`src/ltp_pkg.sv`:
```
// ----------------------------------------------------------------------------
// ltp_pkg
// Shared types and constants for the twin prime range search block:
// controller states, command and status bundles between controller and datapath.
// ----------------------------------------------------------------------------
package ltp_pkg;

  // default width of the range values inside the block
  localparam int LTP_VALUE_WIDTH = 16;
  // fixed width of the port fields
  localparam int LTP_FIELD_W = 16;

  // controller states
  typedef enum logic [2:0] {
    ST_IDLE,
    ST_RANGE,
    ST_INIT,
    ST_CHECK,
    ST_REM,
    ST_PASS,
    ST_FAIL,
    ST_DONE
  } state_t;

  // which value is under primality test: the candidate or one of its neighbors
  typedef enum logic [1:0] {
    TGT_SELF,
    TGT_BELOW,
    TGT_ABOVE
  } tgt_t;

  // controller to datapath commands
  typedef struct packed {
    logic load_range;
    logic init_test;
    tgt_t tgt;
    logic start_rem;
    logic step_div;
    logic dec_v;
    logic load_out;
    logic out_found;
  } cmd_t;

  // datapath to controller status
  typedef struct packed {
    logic empty;
    logic n_lt2;
    logic sq_gt_n;
    logic rem_done;
    logic rem_zero;
    logic v_eq_lo;
  } sts_t;

endpackage

```
`src/largest_twin_prime_in_range_unit.sv`:
```
// ----------------------------------------------------------------------------
// largest_twin_prime_in_range_unit
// Scans a range downward and reports the largest twin prime in it, using
// trial division through an iterative remainder unit.
// ----------------------------------------------------------------------------
// flow: an empty range is reported straight after the range check; otherwise each
//   tested value goes through trial division, one dividend bit per cycle in the
//   remainder unit; a new result waits in ST_DONE while the previous one is unread
// throughput: one word in flight; the next word is taken once the result
//   is in the output register, while that result waits to be read
// reset: synchronous active-low rst_n clears the controller and output valid
module largest_twin_prime_in_range_unit #(
  parameter int VALUE_WIDTH = ltp_pkg::LTP_VALUE_WIDTH
) (
  input  logic                             clk,
  input  logic                             rst_n,
  input  logic                             in_valid,
  output logic                             in_ready,
  input  logic [ltp_pkg::LTP_FIELD_W-1:0]  in_range_low,
  input  logic [ltp_pkg::LTP_FIELD_W-1:0]  in_range_high,
  output logic                             out_valid,
  input  logic                             out_ready,
  output logic                             out_found,
  output logic [ltp_pkg::LTP_FIELD_W-1:0]  out_twin_prime
);

  import ltp_pkg::*;

  cmd_t cmd;
  sts_t sts;

  // controller
  ltp_ctrl u_ctrl (
    .clk       (clk),
    .rst_n     (rst_n),
    .in_valid  (in_valid),
    .in_ready  (in_ready),
    .out_valid (out_valid),
    .out_ready (out_ready),
    .sts       (sts),
    .cmd       (cmd)
  );

  // datapath
  ltp_dp #(
    .VALUE_WIDTH (VALUE_WIDTH)
  ) u_dp (
    .clk        (clk),
    .rst_n      (rst_n),
    .cmd        (cmd),
    .sts        (sts),
    .range_low  (in_range_low),
    .range_high (in_range_high),
    .res_found  (out_found),
    .res_value  (out_twin_prime)
  );

  // one word at a time: no new word right after one is taken
  a_one_in_flight: assert property (@(posedge clk) disable iff (!rst_n)
    in_valid && in_ready |=> !in_ready)
    else $error("word accepted while previous one in progress");

  // value reads zero when nothing was found
  a_zero_when_none: assert property (@(posedge clk) disable iff (!rst_n)
    out_valid && !out_found |-> out_twin_prime == '0)
    else $error("nonzero value with found low");

  // a result only appears after a word was taken in the earlier cycles
  a_result_after_work: assert property (@(posedge clk) disable iff (!rst_n)
    $rose(out_valid) |-> !$past(in_ready))
    else $error("result raised straight out of idle");

endmodule

```
`src/ltp_rem.sv`:
```
// ----------------------------------------------------------------------------
// ltp_rem
// Iterative remainder unit: restoring division that brings in one dividend
// bit per cycle and keeps only the remainder.
// ----------------------------------------------------------------------------
module ltp_rem #(
  parameter int NW = 17,
  parameter int DW = 10
) (
  input  logic          clk,
  input  logic          rst_n,
  input  logic          start,
  input  logic [NW-1:0] dividend,
  input  logic [DW-1:0] divisor,
  output logic          done,
  output logic          rem_zero
);

  localparam int CW = $clog2(NW + 1);

  logic          busy_r, busy_nxt;
  logic          done_r, done_nxt;
  logic [CW-1:0] cnt_r, cnt_nxt;
  logic [NW-1:0] num_r, num_nxt;
  logic [DW-1:0] rem_r, rem_nxt;
  logic [DW-1:0] div_r, div_nxt;
  logic [DW:0]   trial;
  logic [DW:0]   div_ext;

  assign div_ext = {1'b0, div_r};
  assign trial   = {rem_r, num_r[NW-1]};

  // one restoring step per cycle
  always_comb begin
    busy_nxt = busy_r;
    done_nxt = 1'b0;
    cnt_nxt  = cnt_r;
    num_nxt  = num_r;
    rem_nxt  = rem_r;
    div_nxt  = div_r;
    if (start) begin
      busy_nxt = 1'b1;
      cnt_nxt  = CW'(NW);
      num_nxt  = dividend;
      rem_nxt  = '0;
      div_nxt  = divisor;
    end else if (busy_r) begin
      num_nxt = {num_r[NW-2:0], 1'b0};
      if (trial >= div_ext) begin
        rem_nxt = DW'(trial - div_ext);
      end else begin
        rem_nxt = trial[DW-1:0];
      end
      cnt_nxt = cnt_r - CW'(1);
      if (cnt_r == CW'(1)) begin
        busy_nxt = 1'b0;
        done_nxt = 1'b1;
      end
    end
  end

  // control registers
  always_ff @(posedge clk) begin
    if (!rst_n) begin
      busy_r <= 1'b0;
      done_r <= 1'b0;
    end else begin
      busy_r <= busy_nxt;
      done_r <= done_nxt;
    end
  end

  // working registers
  always_ff @(posedge clk) begin
    cnt_r <= cnt_nxt;
    num_r <= num_nxt;
    rem_r <= rem_nxt;
    div_r <= div_nxt;
  end

  assign done     = done_r;
  assign rem_zero = (rem_r == '0);

endmodule

```
`src/ltp_dp.sv`:
```
// ----------------------------------------------------------------------------
// ltp_dp
// Datapath: range and candidate registers, trial divisor and its square,
// remainder unit and the result word register.
// ----------------------------------------------------------------------------
module ltp_dp #(
  parameter int VALUE_WIDTH = ltp_pkg::LTP_VALUE_WIDTH
) (
  input  logic                         clk,
  input  logic                         rst_n,
  input  ltp_pkg::cmd_t                cmd,
  output ltp_pkg::sts_t                sts,
  input  logic [ltp_pkg::LTP_FIELD_W-1:0] range_low,
  input  logic [ltp_pkg::LTP_FIELD_W-1:0] range_high,
  output logic                         res_found,
  output logic [ltp_pkg::LTP_FIELD_W-1:0] res_value
);

  import ltp_pkg::*;

  localparam int VW = VALUE_WIDTH;
  localparam int FW = LTP_FIELD_W;
  // tested values reach the candidate plus two
  localparam int TW = VW + 1;
  localparam int DW = (TW + 1) / 2 + 1;
  localparam int SW = TW + 2;

  logic [VW+FW-1:0] low_ext, high_ext;
  logic [VW+FW-1:0] v_out_ext;
  logic [VW-1:0]    lo_r, lo_nxt;
  logic [VW-1:0]    v_r, v_nxt;
  logic [TW-1:0]    n_r, n_nxt;
  logic [DW-1:0]    d_r, d_nxt;
  logic [SW-1:0]    sq_r, sq_nxt;
  logic [TW-1:0]    v_tw;
  logic [TW-1:0]    target;
  logic             found_r, found_nxt;
  logic [FW-1:0]    value_r, value_nxt;
  logic             rem_done, rem_zero;

  // fit port fields to the internal width
  assign low_ext   = {{VW{1'b0}}, range_low};
  assign high_ext  = {{VW{1'b0}}, range_high};
  assign v_out_ext = {{FW{1'b0}}, v_r};

  // value under test
  assign v_tw = {1'b0, v_r};
  always_comb begin
    case (cmd.tgt)
      TGT_SELF:  target = v_tw;
      TGT_BELOW: target = v_tw - TW'(2);
      TGT_ABOVE: target = v_tw + TW'(2);
      default:   target = v_tw;
    endcase
  end

  // register updates
  always_comb begin
    lo_nxt    = lo_r;
    v_nxt     = v_r;
    n_nxt     = n_r;
    d_nxt     = d_r;
    sq_nxt    = sq_r;
    found_nxt = found_r;
    value_nxt = value_r;
    if (cmd.load_range) begin
      lo_nxt = low_ext[VW-1:0];
      v_nxt  = high_ext[VW-1:0];
    end
    if (cmd.dec_v) begin
      v_nxt = v_r - VW'(1);
    end
    if (cmd.init_test) begin
      n_nxt  = target;
      d_nxt  = DW'(2);
      sq_nxt = SW'(4);
    end
    // (d+1)^2 = d^2 + 2d + 1
    if (cmd.step_div) begin
      d_nxt  = d_r + DW'(1);
      sq_nxt = sq_r + {{(SW-DW-1){1'b0}}, d_r, 1'b1};
    end
    if (cmd.load_out) begin
      found_nxt = cmd.out_found;
      value_nxt = cmd.out_found ? v_out_ext[FW-1:0] : '0;
    end
  end

  always_ff @(posedge clk) begin
    lo_r    <= lo_nxt;
    v_r     <= v_nxt;
    n_r     <= n_nxt;
    d_r     <= d_nxt;
    sq_r    <= sq_nxt;
    found_r <= found_nxt;
    value_r <= value_nxt;
  end

  // remainder of test value by trial divisor
  ltp_rem #(
    .NW (TW),
    .DW (DW)
  ) u_rem (
    .clk      (clk),
    .rst_n    (rst_n),
    .start    (cmd.start_rem),
    .dividend (n_r),
    .divisor  (d_r),
    .done     (rem_done),
    .rem_zero (rem_zero)
  );

  // status back to the controller
  always_comb begin
    sts.empty    = (lo_r > v_r);
    sts.n_lt2    = (n_r < TW'(2));
    sts.sq_gt_n  = (sq_r > {1'b0, 1'b0, n_r});
    sts.rem_done = rem_done;
    sts.rem_zero = rem_zero;
    sts.v_eq_lo  = (v_r == lo_r);
  end

  assign res_found = found_r;
  assign res_value = value_r;

endmodule

```
`src/ltp_ctrl.sv`:
```
// ----------------------------------------------------------------------------
// ltp_ctrl
// Controller: walks candidates downward, runs the primality test on the
// candidate and its neighbors, and handles both handshakes.
// ----------------------------------------------------------------------------
module ltp_ctrl (
  input  logic          clk,
  input  logic          rst_n,
  input  logic          in_valid,
  output logic          in_ready,
  output logic          out_valid,
  input  logic          out_ready,
  input  ltp_pkg::sts_t sts,
  output ltp_pkg::cmd_t cmd
);

  import ltp_pkg::*;

  state_t state_r, state_nxt;
  tgt_t   tgt_r, tgt_nxt;
  logic   out_valid_r, out_valid_nxt;
  logic   found_r, found_nxt;

  // state register
  always_ff @(posedge clk) begin
    if (!rst_n) begin
      state_r     <= ST_IDLE;
      tgt_r       <= TGT_SELF;
      out_valid_r <= 1'b0;
      found_r     <= 1'b0;
    end else begin
      state_r     <= state_nxt;
      tgt_r       <= tgt_nxt;
      out_valid_r <= out_valid_nxt;
      found_r     <= found_nxt;
    end
  end

  // next state and commands
  always_comb begin
    state_nxt     = state_r;
    tgt_nxt       = tgt_r;
    found_nxt     = found_r;
    out_valid_nxt = out_valid_r;
    cmd           = '0;
    cmd.tgt       = tgt_r;
    cmd.out_found = found_r;
    in_ready      = 1'b0;
    if (out_valid_r && out_ready) begin
      out_valid_nxt = 1'b0;
    end
    case (state_r)
      ST_IDLE: begin
        in_ready = 1'b1;
        if (in_valid) begin
          cmd.load_range = 1'b1;
          state_nxt      = ST_RANGE;
        end
      end
      ST_RANGE: begin
        tgt_nxt = TGT_SELF;
        if (sts.empty) begin
          found_nxt = 1'b0;
          state_nxt = ST_DONE;
        end else begin
          state_nxt = ST_INIT;
        end
      end
      ST_INIT: begin
        cmd.init_test = 1'b1;
        state_nxt     = ST_CHECK;
      end
      // prime once the divisor square passes the value
      ST_CHECK: begin
        if (sts.n_lt2) begin
          state_nxt = ST_FAIL;
        end else if (sts.sq_gt_n) begin
          state_nxt = ST_PASS;
        end else begin
          cmd.start_rem = 1'b1;
          state_nxt     = ST_REM;
        end
      end
      ST_REM: begin
        if (sts.rem_done) begin
          if (sts.rem_zero) begin
            state_nxt = ST_FAIL;
          end else begin
            cmd.step_div = 1'b1;
            state_nxt    = ST_CHECK;
          end
        end
      end
      ST_PASS: begin
        if (tgt_r == TGT_SELF) begin
          tgt_nxt   = TGT_BELOW;
          state_nxt = ST_INIT;
        end else begin
          found_nxt = 1'b1;
          state_nxt = ST_DONE;
        end
      end
      ST_FAIL: begin
        if (tgt_r == TGT_BELOW) begin
          tgt_nxt   = TGT_ABOVE;
          state_nxt = ST_INIT;
        end else if (sts.v_eq_lo) begin
          found_nxt = 1'b0;
          state_nxt = ST_DONE;
        end else begin
          // next candidate down
          cmd.dec_v = 1'b1;
          tgt_nxt   = TGT_SELF;
          state_nxt = ST_INIT;
        end
      end
      ST_DONE: begin
        if (!out_valid_r || out_ready) begin
          cmd.load_out  = 1'b1;
          out_valid_nxt = 1'b1;
          state_nxt     = ST_IDLE;
        end
      end
      default: begin
        state_nxt = ST_IDLE;
      end
    endcase
  end

  assign out_valid = out_valid_r;

endmodule
```
`config.mk`:
```
export PLATFORM = sky130hd
export DESIGN_NAME = largest_twin_prime_in_range_unit
export DESIGN_NICKNAME = d
export VERILOG_FILES = /design/src/ltp_pkg.sv /design/src/largest_twin_prime_in_range_unit.sv /design/src/ltp_rem.sv /design/src/ltp_dp.sv /design/src/ltp_ctrl.sv
export SDC_FILE = /design/constraint.sdc
export NUM_CORES = 1
export LEC_CHECK = 0
export BUFFER_PORTS_ARGS = -buffer_cell sky130_fd_sc_hd__buf_2
export CAP_MARGIN = 20
export CORE_MARGIN = 8
export CORE_UTILIZATION = 53
export DETAILED_ROUTE_END_ITERATION = 7
export PLACE_DENSITY = 0.75
export SLEW_MARGIN = 25
export SYNTH_ARGS = -nofsm -noshare
export SYNTH_HDL_FRONTEND = slang
export SYNTH_SLANG_ARGS = --single-unit
```
`constraint.sdc`:
```
create_clock -name clk -period 3.4 [get_ports clk]
set_input_delay 0.34 -clock clk [delete_from_list [all_inputs] [get_ports clk]]
set_output_delay 0.34 -clock clk [all_outputs]
set_load 0.05 [all_outputs]
```
==> reports/qor_table.md, run 1 <==
| Item | Reported | Unit |
| --- | --- | --- |
| Status | completed | - |
| Post-synthesis register bit count | 146 | - |
| Floorplan die area | 20,800 | sq um |
| Critical Path Source Type | flop | - |
| Leading register cell type out of synthesis | sky130_fd_sc_hd__edfxtp_1 | - |
| Antenna violations before repair | 0 | - |
| Share of synthesized registers carrying an async set or reset | 0 | - |
| Cell type with the highest aggregate area in the netlist | sky130_fd_sc_hd__edfxtp_1 | - |
| Average cell area after synthesis | 10.5 | sq um |
| # DRC | 0 | - |
| Worst path buffer plus inverter count | 1 | - |
| Total negative setup slack | 0 | ns |
| Shortest period the worst path allows | 2.92 | ns |
| Leftover overflow at the end of global routing | 0 | - |
| Horiz. Die Dim | 144 | um |
| Data required, critical path | 3.57 | ns |
| Layout net count | 1,014 | - |
| Path type of the worst min-delay path | input pin to flop | - |
| Largest net degree at the start of global routing | 30 | - |
| Number of synthesized flops with an enable pin | 122 | - |
| Count of cell types in the netlist | 65 | - |
| Max stage delay on crit path | 0.54 | ns |
| Unrepaired setup endpoints after global routing | false | - |
| Clock insertion delay at the later pin of the skew report | 0.42 | ns |
| Number of cells after detailed placement | 1,100 | - |
| Number of nets with antenna violations after detailed routing | 0 | - |
| Number of search-and-repair iterations in the first detailed-routing pass | 5 | - |
| Kind of critical path | flop to flop | - |
| Area growth from synthesis to layout | 14.0 | % |
| Number of clock sinks seen by CTS | 146 | - |
| Hold violation total from the final report | 0 | - |
| Total of max-cap violations | 0 | - |
| Synthesized net count | 946 | - |
| Root buf cell | sky130_fd_sc_hd__clkbuf_16 | - |
| Power per standard cell area | 710 | nW/um^2 |
| Clock tree from TritonCTS | built | - |
| IO Port Bufs | 54 | - |
| Slew of the pin with the lowest slew margin | 0.744 | ns |
| Via count normalized by instance count | 5.78 | - |
| Via count | 6,561 | - |
| Worst vdd ir | 0.000505 | V |
| Boundary pin count | 55 | - |
| Starting density of the core | 0.533 | - |
| Area share of the largest cell type after synthesis | 0.420 | - |
| Fillcell total | 1,375 | - |
| Crit path DAT | 3.09 | ns |
| Synth warn | 0 | - |
| Total Wirelength | 18,700 | um |
| Cells along the critical path | ha_1, nand4_1, or4_1, nor3_1, nand4_1, a21oi_4, buf_4, mux2_2 | - |
| Floorplan die height | 144 | um |
| Number of non-filler instances in the completed layout | 1,135 | - |
| Fmax | 343 | MHz |
| Headroom to the max-slew limit | 0.496 | - |
| Gate count after technology mapping | 833 | - |
| Clock input transition at the sequential cells of the worst setup and hold paths | 0.06 | ns |
| Routed wire per std cell | 16.5 | um |
| Maximum buffer depth of the clock tree | 2 | - |
| CTS Buf Count | 17 | - |
| Cell repeated most along the worst path | sky130_fd_sc_hd__nand4_1 | - |
| Clock Skews | 0.00791 | ns |
| Quantity of hold-fixing buffers added after cts | 0 | - |
| Total half-perimeter wirelength after legalization and detailed placement | 13,500 | um |
| Critical-path cell with the highest stage delay | sky130_fd_sc_hd__or4_1 | - |
| Vias in the first global route | 6,445 | - |
| Area occupied by registers | 4140 | sq um |
| Number of slew-limit violations in the final report | 0 | - |
| Register area share after synthesis | 0.476 | - |
| Post-synthesis instance area | 8710 | sq um |
| Core region area | 16,300 | sq um |
| Kind of cell adding the most delay to the critical path | simple AND/OR/NAND/NOR gates | - |
| Final weighted congestion in routability-driven placement | 0.837 | - |
| Final setup violation count | 0 | - |
| Leakage Power | 3.86 | nW |
| Type of destination of the critical path | flop | - |
| GRT Overall Usage | 0.187 | - |
| Largest cells by area after synthesis | sky130_fd_sc_hd__edfxtp_1 42%, sky130_fd_sc_hd__ha_1 11%, sky130_fd_sc_hd__dfxtp_1 5.5%, sky130_fd_sc_hd__nor2_1 3.4%, sky130_fd_sc_hd__xnor2_1 3.2% | - |
| Layout Utilization | 0.608 | - |
| Number of H-tree levels | 4 | - |
| Multi-input logic area | 4250 | sq um |
| Share of final-layout standard cells stronger than drive strength 1 | 0.131 | - |
| DRC marker count from the first detailed-route iteration | 548 | - |
| Global-route wire length before repair | 30,900 | um |
| Maximum fanout along the worst path | 17 | - |
| Final clock period utilization by the worst path | 0.858 | - |
| Standard-cell rows | 47 | - |
==> logic make-up (layout without fill, tap and decap cells) <==
| kind of cell | Yosys count | after routing | share of synthesized area |
|---|---|---|---|
| buffers and inverters | 85 | 166 | 0.0383 |
| AOI/OAI and AO/OA | 193 | 193 | 0.144 |
| xor gates and xnor gates | 43 | 43 | 0.0432 |
| muxes | 27 | 27 | 0.0335 |
| adders and majority gates | 77 | 77 | 0.113 |
| and+or+nand+nor | 262 | 262 | 0.152 |
| other | 0 | 1 | 0 |
| DFF | 146 | 146 | 0.476 |
==> final timing paths <==
path                       start             endpoint  slack [ns]  cells after the start
max                u_dp.sq_r[15]  u_dp.u_rem.num_r[5]        0.48                      8
max reg2reg        u_dp.sq_r[15]  u_dp.u_rem.num_r[5]        0.48                      8
min reg2reg  u_dp.u_rem.rem_r[9]  u_dp.u_rem.rem_r[9]        0.49                      2
min             in_range_low[13]        u_dp.lo_r[13]        0.09                      1
==> layer usage <==
| layer | up-vias | routed length, um | GRT usage |
|---|---|---|---|
| met4 | 0 | 359 | 0.0690 |
| met3 | 32 | 909 | 0.0419 |
| met5 | - | 0 | 0 |
| met1 | 3105 | 8310 | 0.232 |
| met2 | 184 | 9110 | 0.315 |
| li1 | 3240 | - | - |
==> sequential cells by signal, indices dropped and copies added (netlist names) <==
signal,flops
u_dp.u_rem.done,1
u_dp.lo_r,16
u_dp.u_rem.div_r,10
u_dp.n_r,17
u_ctrl.out_valid,1
u_dp.u_rem.cnt_r,5
u_ctrl.state_r,3
u_dp.u_rem.rem_r,10
u_dp.u_rem.busy_r,1
u_ctrl.found_r,1
u_ctrl.tgt_r,2
u_dp.sq_r,19
u_dp.v_r,16
u_dp.u_rem.num_r,17
u_dp.d_r,10
u_dp.res_found,1
u_dp.res_value,16
==> cells in the mapped netlist, types with 15 or more instances <==
master                     number
sky130_fd_sc_hd__a211oi_1      25
sky130_fd_sc_hd__a21oi_1       45
sky130_fd_sc_hd__and2_1        20
sky130_fd_sc_hd__dfxtp_1       24
sky130_fd_sc_hd__edfxtp_1     122
sky130_fd_sc_hd__ha_1          74
sky130_fd_sc_hd__inv_1         63
sky130_fd_sc_hd__nand2_1       43
sky130_fd_sc_hd__nand3_1       17
sky130_fd_sc_hd__nand4_1       16
sky130_fd_sc_hd__nor2_1        78
sky130_fd_sc_hd__nor3_1        22
sky130_fd_sc_hd__o21a_1        15
sky130_fd_sc_hd__o21ai_0       45
sky130_fd_sc_hd__xnor2_1       32
==> timing repair <==
item / in CTS / in global routing
buffers inserted: 0 / 2
resized for setup: 0 / 2
endpoints found under the setup margin: 0 / 2
==> area by class of cell <==
class | count | share of cell area
Multi-Input combinational cell | 602 | 0.427
Sequential cell | 146 | 0.417
Clock buffer | 17 | 0.0428
Timing Repair Buffer | 70 | 0.0393
Tap cell | 220 | 0.0277
Inverter | 64 | 0.0246
Clock inverter | 15 | 0.0209
Antenna cell | 1 | 0.000252
==> stage by stage <==
stage,instance area (sq um),total power [mW],hold slack (ns),worst slack (ns)
global placement,9280,4.98,0.477,0.428
CTS,9910,7.06,0.0716,0.177
finish,9940,7.05,0.0906,0.484
floorplan,8710,4.47,0.439,0.205
global route,9930,7.48,0.0684,0.266
detailed placement,9280,5.04,0.479,0.277
==> where the power goes <==
group | internal, mW | switching, mW | leakage, nW | total (mW)
clock network | 1.23 | 0.756 | 0.298 | 1.99
registers | 2.37 | 0.357 | 1.34 | 2.73
logic | 0.964 | 1.37 | 2.22 | 2.34
total | 4.57 | 2.48 | 3.86 | 7.05
==> placed cells by master (no fill, tap or decap), types with 5 or more instances in the layout <==
cell type	netlist	final
sky130_fd_sc_hd__nor2_1	78	78
sky130_fd_sc_hd__inv_1	63	62
sky130_fd_sc_hd__o21ai_0	45	44
sky130_fd_sc_hd__nor3_1	22	21
sky130_fd_sc_hd__edfxtp_1	122	122
sky130_fd_sc_hd__dfxtp_1	24	24
sky130_fd_sc_hd__ha_1	74	74
sky130_fd_sc_hd__xor2_1	11	11
sky130_fd_sc_hd__a31oi_1	7	7
sky130_fd_sc_hd__a211o_1	5	5
sky130_fd_sc_hd__mux2i_1	10	10
sky130_fd_sc_hd__mux2_2	5	5
sky130_fd_sc_hd__xnor2_1	32	32
sky130_fd_sc_hd__o211ai_1	9	9
sky130_fd_sc_hd__nand4_1	16	16
sky130_fd_sc_hd__a21o_1	9	9
sky130_fd_sc_hd__nor3b_1	6	6
sky130_fd_sc_hd__and2_1	20	20
sky130_fd_sc_hd__nor4_1	11	11
sky130_fd_sc_hd__a21oi_1	45	44
sky130_fd_sc_hd__clkinv_4	0	5
sky130_fd_sc_hd__nand2b_1	13	13
sky130_fd_sc_hd__or3_1	6	6
sky130_fd_sc_hd__mux2_1	12	12
sky130_fd_sc_hd__buf_2	3	54
sky130_fd_sc_hd__clkbuf_16	0	17
sky130_fd_sc_hd__nand3_1	17	17
sky130_fd_sc_hd__buf_4	1	16
sky130_fd_sc_hd__o21a_1	15	15
sky130_fd_sc_hd__a211oi_1	25	25
sky130_fd_sc_hd__nand2_1	43	43
sky130_fd_sc_hd__and3_1	7	7
(Power assumes the default switching activity.)
==> run 2, diff against run 1 <==
Settings changed: PLACE_DENSITY 0.75 to 0.71.
==> run 2 against run 1 <==
Net effect: die area is the same; cell area shrank 0.57%; sequential cell count is the same; highest routed layer unchanged; worst hold slack lost 0.0069 ns; cell count shrank 0.18%; utilization shrank 0.34 points; sequential share of layout area grew 0.24 points; largest cell class unchanged; clock skew is essentially flat.
==> reports/qor_table.md, run 2 (synthesis results as in run 1) <==
| Item | Reported | Unit | Change |
| --- | --- | --- | --- |
| Worst vdd ir | 0.000447 | V | -11% |
| Routed wire per std cell | 16.4 | um | -0.47% |
| Clock tree from TritonCTS | built | - |  |
| Leftover overflow at the end of global routing | 0 | - | unchanged |
| Total of max-cap violations | 0 | - | unchanged |
| Area occupied by registers | 4140 | sq um | unchanged |
| Power Internal | 4.44 | mW | -2.9% |
| Via count | 6,393 | - | -2.6% |
| Startpoint of the worst-slack reg-to-reg timing path | u_ctrl.tgt_r[0] | - |  |
| Crit path DAT | 3.16 | ns | +0.07 ns |
| Total Wirelength | 18,600 | um | -0.65% |
| Largest net degree at the start of global routing | 30 | - | unchanged |
| Global-route wire length before repair | 31,400 | um | +1.5% |
| Multi-input logic area | 4240 | sq um | about the same |
| Number of H-tree levels | 4 | - | unchanged |
| Kind of critical path | flop to flop | - |  |
| Leading cell type in the layout, fill and taps excluded | sky130_fd_sc_hd__edfxtp_1 | - |  |
| Clock insertion delay at the later pin of the skew report | 0.43 | ns | about the same |
| Headroom to the max-slew limit | 0.516 | - | +0.0190 |
| Via count normalized by instance count | 5.64 | - | -2.4% |
| Cell count of the worst hold path | 1 | - | unchanged |
| Maximum buffer depth of the clock tree | 2 | - | unchanged |
| Number of slew-limit violations in the final report | 0 | - | unchanged |
| Fillcell total | 1,405 | - | +2.2% |
| Total negative setup slack | 0 | ns | unchanged |
| Clock group share of total power | 0.274 | - | -0.008 |
| Setup Buffers After CTS | 0 | - | unchanged |
| Largest register FFs | 19 | - | unchanged |
| Standard-cell rows | 47 | - | unchanged |
| Total half-perimeter wirelength after legalization and detailed placement | 13,800 | um | +2.1% |
| Final setup violation count | 0 | - | unchanged |
| Starting density of the core | 0.533 | - | unchanged |
| Path type of the worst min-delay path | input pin to flop | - |  |
| Final weighted congestion in routability-driven placement | 0.847 | - | +1.1% |
| Power per standard cell area | 703 | nW/um^2 | -0.87% |
| Layout net count | 1,013 | - | -0.099% |
| Number of nets with antenna violations after detailed routing | 0 | - | unchanged |
| Floorplan die height | 144 | um | unchanged |
| Switching share of power | 0.362 | - | +0.00940 |
| Commonest cells after routing, fill and taps aside | 122 x sky130_fd_sc_hd__edfxtp_1, 78 x sky130_fd_sc_hd__nor2_1, 74 x sky130_fd_sc_hd__ha_1, 63 x sky130_fd_sc_hd__inv_1, 54 x sky130_fd_sc_hd__buf_2 | - |  |
| Hold violation total from the final report | 0 | - | unchanged |
| Boundary pin count | 55 | - | unchanged |
| Diodes inserted | 0 | - | -1 |
| Number of clock sinks seen by CTS | 146 | - | unchanged |
| Critical Path Source Type | flop | - |  |
| Fraction of power consumed by sequential logic | 0.391 | - | +0.004 |
| IO Port Bufs | 54 | - | unchanged |
| Fmax | 334 | MHz | -2.7% |
| Maximum fanout along the worst path | 17 | - | unchanged |
| Worst reg-to-reg path cell count | 10 | - | +2 |
| Top Registers | u_dp.sq_r x19, u_dp.n_r x17, u_dp.u_rem.num_r x17 | - |  |
| DRC marker count from the first detailed-route iteration | 369 | - | -33% |
| Data required, critical path | 3.56 | ns | about the same |
| Largest reg by FF count | u_dp.sq_r | - |  |
| Minimum setup slack among reg-to-reg paths | 0.40 | ns | -0.08 ns |
| Number of search-and-repair iterations in the first detailed-routing pass | 5 | - | unchanged |
| Worst setup path endpoint | u_dp.n_r[15] | - |  |
| Power spent charging and discharging nets | 2.51 | mW | +1.2% |
| Root buf cell | sky130_fd_sc_hd__clkbuf_16 | - |  |
| Final clock period utilization by the worst path | 0.882 | - | +0.0241 |
| Overall Power | 6.95 | mW | -1.4% |
| CTS Buf Count | 17 | - | unchanged |
| Vias in the first global route | 6,476 | - | +0.48% |
| Shortest period the worst path allows | 3.00 | ns | +0.0820 ns |
| Antenna violations before repair | 0 | - | unchanged |
| Logic pwr share | 0.335 | - | +0.004 |
| Leakage Power | 3.84 | nW | -0.39% |
| Clock input transition at the sequential cells of the worst setup and hold paths | 0.06 | ns | about the same |
| Area growth from synthesis to layout | 13.4 | % |  |
| Quantity of hold-fixing buffers added after cts | 0 | - | unchanged |
| Type of destination of the critical path | flop | - |  |
| Worst R2R End | u_dp.n_r[15] | - |  |
| Slew of the pin with the lowest slew margin | 0.715 | ns | -0.0281 ns |
| Floorplan die area | 20,800 | sq um | unchanged |
| Clock Skews | 0.00767 | ns | -0.000242 ns |
| Status | completed | - |  |
| GRT Overall Usage | 0.192 | - | +0.00467 |
| Worst setup startpoint | u_ctrl.tgt_r[0] | - |  |
| Core region area | 16,300 | sq um | unchanged |
| Horiz. Die Dim | 144 | um | unchanged |
| Post-CTS sizing | 0 | - | unchanged |
| Unrepaired setup endpoints after global routing | false | - |  |
| Share of final-layout standard cells stronger than drive strength 1 | 0.128 | - | -0.00314 |
| # DRC | 0 | - | unchanged |
-- run 2: cell types whose count changed in the layout (fill, tap and decap cells not counted) --
cell,before,now
sky130_fd_sc_hd__buf_4,16,15
sky130_fd_sc_hd__inv_6,2,8
sky130_fd_sc_hd__bufinv_16,4,2
sky130_fd_sc_hd__a21oi_1,44,45
sky130_fd_sc_hd__diode_2,1,0
sky130_fd_sc_hd__inv_8,0,1
sky130_fd_sc_hd__clkinv_4,5,1
sky130_fd_sc_hd__inv_1,62,63
sky130_fd_sc_hd__a21oi_2,3,2
sky130_fd_sc_hd__clkinvlp_4,4,2
-- run 2: how the worst min path moves through the flow --
stage	start	to	slack, ns
CTS	in_range_low[10]	u_dp.lo_r[10]	0.07
global route	in_range_low[13]	u_dp.lo_r[13]	0.07
detailed placement	u_dp.u_rem.rem_r[9]	u_dp.u_rem.rem_r[9]	0.48
global placement	u_dp.u_rem.rem_r[9]	u_dp.u_rem.rem_r[9]	0.48
floorplan	in_range_low[0]	u_dp.lo_r[0]	0.44
finish	in_range_low[10]	u_dp.lo_r[10]	0.08
-- run 2: power groups by stage --
stage / clock network [mW] / logic, mW / registers [mW]
floorplan: 0 / 1.84 / 2.63
global placement: 0 / 2.25 / 2.74
detailed placement: 0 / 2.31 / 2.75
CTS: 1.93 / 2.33 / 2.72
global route: 2.00 / 2.64 / 2.77
finish: 1.90 / 2.33 / 2.72
-- run 2: routing by layer --
metal | vias up | track usage | share of wire
met3 | 18 | 0.0409 | 0.047
met4 | 0 | 0.0674 | 0.017
li1 | 3234 | - | -
met1 | 2966 | 0.249 | 0.47
met5 | - | 0 | 0
met2 | 175 | 0.313 | 0.47
-- run 2: area by class of cell --
class | instances | share of cell area
clock inverters | 15 | 0.0171
well taps | 220 | 0.0279
clock buffers | 17 | 0.0431
inverters | 64 | 0.0243
multi-input cells | 602 | 0.430
repair buffers | 69 | 0.0387
flip-flops and latches | 146 | 0.419
-- run 2: per-stage QoR --
stage | cells | setup WS (ns) | cell area, sq um | util | hold slack (ns)
after detailed placement | 1101 | 0.410 | 9290 | 0.568 | 0.484
final | 1133 | 0.402 | 9880 | 0.604 | 0.0837
after floorplan | 833 | 0.205 | 8710 | - | 0.439
after CTS | 1133 | 0.381 | 9880 | 0.604 | 0.0704
after global routing | 1133 | 0.126 | 9880 | 0.604 | 0.0663
after global placement | 1101 | 0.474 | 9290 | 0.568 | 0.475
-- run 2: worst max-delay path, stage by stage (launching register included) --
cell,delay (ns)
sky130_fd_sc_hd__dfxtp_1,0.37
sky130_fd_sc_hd__inv_1,0.09
sky130_fd_sc_hd__ha_1,0.20
sky130_fd_sc_hd__inv_1,0.42
sky130_fd_sc_hd__ha_1,0.40
sky130_fd_sc_hd__a211oi_1,0.34
sky130_fd_sc_hd__o21ai_0,0.19
sky130_fd_sc_hd__a21oi_1,0.26
sky130_fd_sc_hd__o21ai_0,0.17
sky130_fd_sc_hd__mux2i_1,0.17
sky130_fd_sc_hd__o2111ai_1,0.12
==> run 3, diff against run 2 <==
Settings changed: CORE_UTILIZATION 53 to 56, PLACE_DENSITY 0.71 to 0.74.
==> run 3 against run 2 <==
Net effect: clock power about the same; worst hold slack improved by 0.0054 ns; critical path depth decreased by 2; first-iteration DRC count increased by 20%; cell count decreased by 1.7%; combinational power increased by 8%; power increased by 1.8%; largest cell class unchanged; utilization increased by 4.9 points.
==> reports/qor_table.md, run 3 (synthesis results as in run 1) <==
| Item | Reported | Unit | Change |
| --- | --- | --- | --- |
| Horiz. Die Dim | 141 | um | -2.4% |
| Overall Power | 7.08 | mW | +1.8% |
| Layout Utilization | 0.654 | - | +0.0494 |
| Number of nets with antenna violations after detailed routing | 0 | - | unchanged |
| Maximum fanout along the worst path | 10 | - | -7 |
| Starting density of the core | 0.573 | - | +0.0402 |
| Placed instance area | 9340 | sq um | +0.62% |
| Cells along the critical path | ha_1, nand4_1, or4_1, nor3_1, nand4_1, a21oi_4, buf_4, mux2_1 | - |  |
| Leakage Power | 3.90 | nW | +1.4% |
| Critical Path Source Type | flop | - |  |
| Leftover overflow at the end of global routing | 0 | - | unchanged |
| Worst setup startpoint | u_dp.sq_r[15] | - |  |
| Critical-path cell with the highest stage delay | sky130_fd_sc_hd__or4_1 | - |  |
| Unrepaired setup endpoints after global routing | false | - |  |
| Post-CTS sizing | 0 | - | unchanged |
| Floorplan die area | 19,800 | sq um | -4.8% |
| Area growth from synthesis to layout | 14.1 | % |  |
| Headroom to the max-slew limit | 0.316 | - | -0.199 |
| Total Wirelength | 19,400 | um | +4.2% |
| Clock Skews | 0.00824 | ns | +0.000567 ns |
| Total of max-cap violations | 0 | - | unchanged |
| Maximum buffer depth of the clock tree | 2 | - | unchanged |
| Share of final-layout standard cells stronger than drive strength 1 | 0.139 | - | +0.0112 |
| Power per standard cell area | 712 | nW/um^2 | +1.2% |
| Final setup violation count | 0 | - | unchanged |
| CTS Buf Count | 17 | - | unchanged |
| Antenna violations before repair | 0 | - | unchanged |
| Root buf cell | sky130_fd_sc_hd__clkbuf_16 | - |  |
| Core region area | 15,200 | sq um | -7.0% |
| Number of slew-limit violations in the final report | 0 | - | unchanged |
| Top Registers | u_dp.sq_r x19, u_dp.n_r x17, u_dp.u_rem.num_r x17 | - |  |
| Path type of the worst min-delay path | input pin to flop | - |  |
| Final Cell Area | 9940 | sq um | +0.58% |
| Launch instance of the worst min-delay path | in_range_low[1] | - |  |
| Type of destination of the critical path | flop | - |  |
| Pre-CTS WS | 0.443 | ns | +0.0324 ns |
| Final weighted congestion in routability-driven placement | 0.918 | - | +8.4% |
| IO Port Bufs | 54 | - | unchanged |
| # DRC | 0 | - | unchanged |
| Vias in the first global route | 6,403 | - | -1.1% |
| Largest net degree at the start of global routing | 30 | - | unchanged |
| Setup Buffers After CTS | 0 | - | unchanged |
| Leading cell type in the layout, fill and taps excluded | sky130_fd_sc_hd__edfxtp_1 | - |  |
| Routed wire per std cell | 17.4 | um | +6.0% |
| Cell repeated most along the worst path | sky130_fd_sc_hd__nand4_1 | - |  |
| Max stage delay on crit path | 0.53 | ns | +0.11 ns |
| Via count normalized by instance count | 5.89 | - | +4.4% |
| Crit path DAT | 3.15 | ns | about the same |
| Clock insertion delay at the later pin of the skew report | 0.42 | ns | about the same |
| DRC marker count from the first detailed-route iteration | 442 | - | +20% |
| Layout net count | 1,026 | - | +1.3% |
| Commonest cells after routing, fill and taps aside | 122 x sky130_fd_sc_hd__edfxtp_1, 78 x sky130_fd_sc_hd__nor2_1, 74 x sky130_fd_sc_hd__ha_1, 63 x sky130_fd_sc_hd__inv_1, 54 x sky130_fd_sc_hd__buf_2 | - |  |
| Global-route wire length before repair | 31,600 | um | +0.68% |
| GRT Overall Usage | 0.199 | - | +0.00682 |
| Quantity of hold-fixing buffers added after cts | 0 | - | unchanged |
| Boundary pin count | 55 | - | unchanged |
| Largest register FFs | 19 | - | unchanged |
| Worst setup slack after layout | 0.419 | ns | +0.0172 ns |
| Shortest period the worst path allows | 2.98 | ns | -0.0172 ns |
| Diodes inserted | 0 | - | unchanged |
| Total half-perimeter wirelength after legalization and detailed placement | 14,400 | um | +4.4% |
| Floorplan die height | 141 | um | -2.4% |
| Worst vdd ir | 0.000471 | V | +5.2% |
| Final clock period utilization by the worst path | 0.877 | - | -0.00505 |
| Slew of the pin with the lowest slew margin | 1.02 | ns | +0.305 ns |
| Total negative setup slack | 0 | ns | unchanged |
| Number of search-and-repair iterations in the first detailed-routing pass | 5 | - | unchanged |
| Startpoint of the worst-slack reg-to-reg timing path | u_dp.sq_r[15] | - |  |
| Standard-cell rows | 45 | - | -4.3% |
| Clock input transition at the sequential cells of the worst setup and hold paths | 0.06 | ns | about the same |
| Fmax | 335 | MHz | +0.58% |
| Clock tree from TritonCTS | built | - |  |
| Hold violation total from the final report | 0 | - | unchanged |
| Kind of critical path | flop to flop | - |  |
| Data required, critical path | 3.57 | ns | about the same |
| Largest reg by FF count | u_dp.sq_r | - |  |
| Number of H-tree levels | 4 | - | unchanged |
| Number of clock sinks seen by CTS | 146 | - | unchanged |
| Via count | 6,564 | - | +2.7% |
| Status | completed | - |  |
==> run 3: layer usage <==
metal	vias up	track usage	routed length (um)
met5	-	0	0
met2	162	0.338	9490
met1	3109	0.239	8580
li1	3258	-	-
met4	0	0.0798	540
met3	35	0.0483	748
==> run 3: metrics by stage <==
step | cells | hold slack [ns]
2_1_floorplan | 833 | 0.439
3_3_place_gp | 1082 | 0.475
3_5_place_dp | 1082 | 0.481
4_1_cts | 1114 | 0.0757
5_1_grt | 1114 | 0.0722
6_report | 1114 | 0.0891
==> run 3: final timing paths <==
| kind | slack [ns] | to | cells after the start |
|---|---|---|---|
| worst max-delay path | 0.42 | u_dp.u_rem.num_r[10] | 8 |
| worst min-delay path | 0.09 | u_dp.lo_r[1] | 1 |
| worst max register to register | 0.42 | u_dp.u_rem.num_r[10] | 8 |
| worst min register to register | 0.49 | u_dp.u_rem.rem_r[9] | 2 |
==> run 3: final cells by class <==
cell class | instances | area, sq um
Sequential cell | 146 | 4140
Timing Repair Buffer | 82 | 480
Inverter | 64 | 240
Clock inverter | 13 | 161
Multi-Input combinational cell | 602 | 4240
Fill cell | 1226 | 5260
Tap cell | 188 | 235
Clock buffer | 19 | 433
==> run 3: worst max-delay path, delay by kind of cell, from the launching register on <==
kind | cells | cell delay (ns)
AOI/OAI and AO/OA | 1 | 0.32
adders and majority gates | 1 | 0.33
muxes | 1 | 0.34
DFF | 1 | 0.45
and+or+nand+nor | 4 | 1.02
buffers and inverters | 1 | 0.26
==> run 3: power breakdown <==
part	switching, mW	total, mW	leakage [nW]	internal, mW
sequential	0.287	2.66	1.34	2.37
combinational	1.50	2.52	2.28	1.02
clock	0.751	1.90	0.279	1.15
